==> src/dqsa_pkg.sv <==
// Package: shared field widths, operation codes and status codes of the deque unit.
`default_nettype none

package dqsa_pkg;

  // Field widths of the channels
  localparam int unsigned DATA_W = 32;
  localparam int unsigned KIND_W = 3;
  localparam int unsigned STAT_W = 2;
  localparam int unsigned POS_W  = 8;
  localparam int unsigned CNT_W  = 9;

  // Operation codes
  localparam logic [KIND_W-1:0] KIND_PUSH_BACK = 3'd0;
  localparam logic [KIND_W-1:0] KIND_POP_FRONT = 3'd1;
  localparam logic [KIND_W-1:0] KIND_POP_BACK  = 3'd2;
  localparam logic [KIND_W-1:0] KIND_SEARCH    = 3'd3;
  localparam logic [KIND_W-1:0] KIND_QUERY     = 3'd4;

  // Status codes
  localparam logic [STAT_W-1:0] STATUS_OK        = 2'd0;
  localparam logic [STAT_W-1:0] STATUS_EMPTY     = 2'd1;
  localparam logic [STAT_W-1:0] STATUS_FULL      = 2'd2;
  localparam logic [STAT_W-1:0] STATUS_NOT_FOUND = 2'd3;

endpackage

`default_nettype wire

==> src/dqsa_div.sv <==
// Iterative signed-by-unsigned divider, one quotient bit per cycle, truncating toward zero.
`default_nettype none

module dqsa_div import dqsa_pkg::*; #(
  parameter int unsigned SW = 41,
  parameter int unsigned CW = 9
) (
  input  wire logic                clk,
  input  wire logic                rst,
  input  wire logic                start,
  input  wire logic [SW-1:0]       dividend,
  input  wire logic [CW-1:0]       divisor,
  output logic                     busy,
  output logic [DATA_W-1:0]        quotient
);

  localparam int unsigned IW = $clog2(SW + 1);

  logic [SW-1:0] quo;
  logic [CW-1:0] rem;
  logic [CW-1:0] dvs;
  logic          neg;
  logic [IW-1:0] iter;

  logic [CW:0]   rem_sh;
  logic          bit_set;
  logic [SW-1:0] quo_fix;

  // One restoring step
  always_comb begin
    rem_sh  = {rem, quo[SW-1]};
    bit_set = rem_sh >= {1'b0, dvs};
  end

  // Sign restored on the way out; with a nonzero divisor the mean's magnitude fits the result field
  assign quo_fix  = neg ? (~quo + SW'(1)) : quo;
  assign quotient = quo_fix[DATA_W-1:0];

  // Control
  always_ff @(posedge clk) begin
    if (rst) begin
      busy <= 1'b0;
      iter <= '0;
    end else if (start) begin
      busy <= 1'b1;
      iter <= IW'(SW);
    end else if (busy) begin
      iter <= iter - IW'(1);
      if (iter == IW'(1)) begin
        busy <= 1'b0;
      end
    end
  end

  // Datapath
  always_ff @(posedge clk) begin
    if (start) begin
      neg <= dividend[SW-1];
      quo <= dividend[SW-1] ? (~dividend + SW'(1)) : dividend;
      rem <= '0;
      dvs <= divisor;
    end else if (busy) begin
      quo <= {quo[SW-2:0], bit_set};
      rem <= bit_set ? CW'(rem_sh - {1'b0, dvs}) : rem_sh[CW-1:0];
    end
  end

endmodule

`default_nettype wire

==> config.mk <==
export PLATFORM = sky130hd
export DESIGN_NAME = dqsa_div
export DESIGN_NICKNAME = d
export VERILOG_FILES = /design/src/dqsa_pkg.sv /design/src/dqsa_div.sv
export SDC_FILE = /design/constraint.sdc
export NUM_CORES = 1
export LEC_CHECK = 0
export ABC_AREA = 1
export BUFFER_PORTS_ARGS = -buffer_cell sky130_fd_sc_hd__buf_4
export CAP_MARGIN = 20
export CELL_PAD_IN_SITES_DETAIL_PLACEMENT = 1
export CELL_PAD_IN_SITES_GLOBAL_PLACEMENT = 1
export CORE_MARGIN = 1
export CORE_UTILIZATION = 40
export DETAILED_ROUTE_END_ITERATION = 6
export GPL_ROUTABILITY_DRIVEN = 0
export PLACE_DENSITY_LB_ADDON = 0.1
export SETUP_SLACK_MARGIN = 0.4
export SYNTH_ARGS = -nofsm -noshare
export SYNTH_HDL_FRONTEND = slang
export SYNTH_SLANG_ARGS = --single-unit
==> constraint.sdc <==
create_clock -name clk -period 2.5 [get_ports clk]
set_clock_uncertainty 0.15 [all_clocks]
set_input_delay 0.5 -clock clk [delete_from_list [all_inputs] [get_ports clk]]
set_output_delay 0.5 -clock clk [all_outputs]
set_load 0.05 [all_outputs]
== After elaboration in Yosys (flattened, before gate mapping) ==
Cells that the tools add are included.

* Register bits: 67
* Bits of input ports: 53
* Output and inout port bits: 33
* Word-level logic and storage cells: 27

* $add $sub $neg: 4
* Order comparisons: 1
* Equal/unequal tests: 1
* Multiplexer cells: 10
* Bitwise gates (word level): 2
* Reduce and logical (&&, ||, !) cells: 2

{| class="wikitable"
|+ Operator list
! kind !! count
|-
| $mux 41 || 3
|-
| $add 41x1->41 const B || 1
|-
| $not 41->41 || 1
|-
| $add 32x1->32 const B || 1
|-
| $mux 32 || 1
|-
| $not 32->32 || 1
|-
| $mux 6 || 2
|-
| $ge 10x9->1 || 1
|-
| $mux 9 || 1
|-
| $sub 9x9->9 || 1
|-
| $eq 6x1->1 const B || 1
|-
| $sub 6x1->6 const B || 1
|-
| $mux 1 || 3
|-
| $reduce_bool 2->1 || 1
|-
| $reduce_or 2->1 || 1
|}

== Logic depth before layout (Yosys ltp) ==
* Depth in word-level cells: 4
* Depth in mapped cells: 14
* Mapped depth without buffers: 14

== Least setup slack after synthesis ==
Ideal clock, no wire load.

* Path type: register to output
* Start point: register quo[0]
* End point: output port quotient[28]
* Arrival time: 2,188 ps
* Required time: 1,850 ps
* Slack: -338 ps
* Cell stages (with the launch flop): 8
* Buffers on the path: 0
* Cells stage by stage: edfxtp_1 inv_1 ha_1 nand3_1 nor2_1 nand3_1 xor2_1 o21ai_0

* Word-level cells in the longest chain between the ends: 3

{| class="wikitable"
|+ Ends and longest elaborated chain
! what !! RTL line !! text
|-
| from (decl) || dqsa_div.sv:19 || <nowiki>logic [SW-1:0] quo;</nowiki>
|-
| from (signal assigned) || dqsa_div.sv:59 || <nowiki>quo <= dividend[SW-1] ? (~dividend + SW'(1)) : dividend;</nowiki>
|-
| from (signal assigned) || dqsa_div.sv:63 || <nowiki>quo <= {quo[SW-2:0], bit_set};</nowiki>
|-
| $not 32->32 || dqsa_div.sv:36 || <nowiki>assign quo_fix = neg ? (~quo + SW'(1)) : quo;</nowiki>
|-
| $add 32x1->32 || dqsa_div.sv:36 ||
|-
| $mux 32 || dqsa_div.sv:36 ||
|-
| to (decl) || dqsa_div.sv:14 || <nowiki>output logic [DATA_W-1:0] quotient</nowiki>
|}

No other way between the ends.

== Final worst setup path ==
* Start point: register quo[0]
* End point: output port quotient[18]

Same word-level chain as after synthesis.

==> flow_summary.ini <==
[status]
status = complete, but fails checks
violations = negative setup slack

[placed_design]
post-place-ws_ns = 0.0189
hpwl_um = 14400
io_buffers = 85

[clocking]
clk_path_buf_depth = 2
clock_tree.root_cell = clkbuf_16
clkLatencyLatePin_ns = 0.35
cts_buffers = 9
htree_levels = 3
cts_sinks = 67
holdBufCountCts = 0
cts_tree = built
clk_pin_slew_ns = 0.06

[yosys]
synth_seq_area_share_pct = 33.8
syn-num-nets = 849
synth_xor_area_share_pct = 7.20
yosys_warnings = 0
synth.mux.area_fraction_pct = 0
synth_area_um2 = 5470
yosys.area.top_type = edfxtp_1
syn_avg_cell_area_um2 = 7.00
synth_simple_gate_area_share_pct = 38.7
ys_types = 44
synth_top_family_by_area = simple AND/OR/NAND/NOR gates
synth_top_area_share_pct = 28.0
syn_inst = 782
synth_fa_ha_area_share_pct = 3.34
synth_compound_area_share_pct = 7.91
ys_ff_latch = 67
synthTopCellsByArea = edfxtp_1 28%, nand2_1 15%, nand3_1 8.3%

[finish]
drive_gt1_share_pct = 35.1
syn2layout_area_growth_pct = 46.4
fin_util_pct = 60.3
mostFrequentLayoutCell = nand2_1
antenna_cells = 0
nNetsFinal = 1007
layout_common_cells = 179 x nand2_1, 121 x buf_4, 82 x inv_1, 81 x nand3_1, 66 x nor2_1

[floorplanning]
ios = 86
initial_core_util_pct = 41.2
rows = 42
die_width_um = 119
dieArea_um2 = 14200
core-area_um2 = 13300
die_h_um = 119

[route]
dr.first_iter.drc_count = 353
drcViolationCount = 0
drtPass1Iterations = 5
drtAntennaViolNets = 0
post_drt_via_cell_ratio = 5.45
route.vias.total = 6107
wl_per_cell_um = 19.8
wl_um = 22200

[sta]
fin_ws_ns = -0.382
hold_violations = 0
fin_crit_sh_pct = 115
rsz0062_at_grt = yes
maxSlewHeadroom_pct = 71.4
max_clock_freq_ghz = 0.347
setup_viol = 24
worst_slew_pin_slew_ns = 0.424
fin_crit_ns = 2.88
drv_slew = 0

[power]
power_frac_clock_pct = 28.3
vdd_drop_max_mv = 0.345
combPwrFrac_pct = 40.6
p_per_area_nw_per_um2 = 574
seqPwrFrac_pct = 31.1
intPower_uw = 2830
leakagePower_uw = 0.00372
switching_share_pct = 38.5
p_switching_uw = 1770

[setup_path]
crit_required_ns = 1.85
rrSetupSlack_ns = 0.39
arrival_ns = 2.23
crit_path_end_kind = output port
start_kind = flip-flop
cp_max_fo = 4
critPathKind = flip-flop to output port

[global_routing]
grt_pass1_wl_um = 32700
antenna_found_initial = 0
grt_max_degree = 36
grt_remaining_overflow = 0
grt_usage_pct = 29.5
grt_pass1_vias = 6372

[run]
max-cap-violations = 0

[hold_path]
hold_path.class = input pin to flip-flop
-- power groups by stage --
stage	clock network (uW)	logic, uW	registers, uW
6_report	1300	1870	1430
5_1_grt	1350	1970	1440
4_1_cts	1310	1700	1420
3_5_place_dp	0	1470	1440
3_3_place_gp	0	1430	1430
2_1_floorplan	0	969	1430
-- cells by family (layout without fill, tap and decap cells) --
group	after synthesis	count (layout)
AND/OR/NAND/NOR	458	459
adder cells (fa/ha/maj)	14	14
XOR/XNOR	45	45
flip-flops	67	67
AO/OA/AOI/OAI	77	77
buffers and inverters	121	283
-- cells in the mapped netlist (all sizes together) --
| master | n |
|---|---|
| nand2 | 226 |
| inv | 99 |
| nand3 | 96 |
| nor2 | 93 |
| o21ai | 60 |
| edfxtp | 51 |
| xor2 | 36 |
| dfxtp | 16 |
| nand4 | 15 |
| ha | 13 |
| nor3 | 12 |
| buf | 10 |
| clkbuf | 10 |
| nand3b | 9 |
| xnor2 | 9 |
| a21oi | 7 |
| a31oi | 4 |
| and3 | 2 |
| clkinv | 2 |
| nor4 | 2 |
| o21bai | 2 |
| o31ai | 2 |
| or2 | 2 |
| a211oi | 1 |
| and2 | 1 |
| fa | 1 |
| o211ai | 1 |
-- state kept, by name, summed over array words and instances, names as in the netlist --
name and count:
busy 1, dvs 9, iter 6, neg 1
quo 41, rem 9
-- through the flow --
stage	setup TNS (ns)	cell area (um^2)	cells	hold slack, ns	total power [uW]
finish	-7.25	8010	1121	0.166	4600
global route	-9.26	8010	1121	0.170	4760
CTS	-4.14	7690	1103	0.161	4430
detailed placement	0	6770	1056	0.316	2910
global placement	0	6770	1056	0.310	2860
floorplan	0	5770	782	0.292	2400
-- area by class of cell --
cell class                 instances  area (um^2)
fill                            1651         5280
inverter                         101          388
tap                              176          220
timing repair buffer             166         1460
sequential                        67         1850
multi-input combinational        595         3790
clock inverter                     3         17.5
clock buffer                      13          283
-- final timing paths --
path	start	endpoint	cells after the start
worst max-delay path	quo[0]	quotient[18]	10
worst min-delay path	rst	iter[3]	2
worst max register to register	quo[40]	rem[8]	14
worst min register to register	rem[3]	rem[3]	2
-- critical path, stage by stage, from the launching register on --
cell	delay, ns
edfxtp_1	0.43
inv_2	0.13
ha_4	0.14
nand4_1	0.16
nor2_2	0.15
nand4_1	0.22
nor2_4	0.21
nor2_1	0.08
nand2_1	0.12
nand2_2	0.08
buf_6	0.17
-- metal layers --
| layer | track usage, % | routed length (um) |
|---|---|---|
| met4 | 9.18 | 677 |
| met3 | 4.36 | 894 |
| met2 | 51.6 | 11200 |
| met5 | 0 | 0 |
| met1 | 37.3 | 9360 |
-- repair_timing --
item	in CTS	in global routing
pin swaps	50	32
setup buffers	30	18
cloned	1	0
endpoints found under the setup margin	41	43
gates resized for setup	114	47
Power figures use the tool's default switching activity.
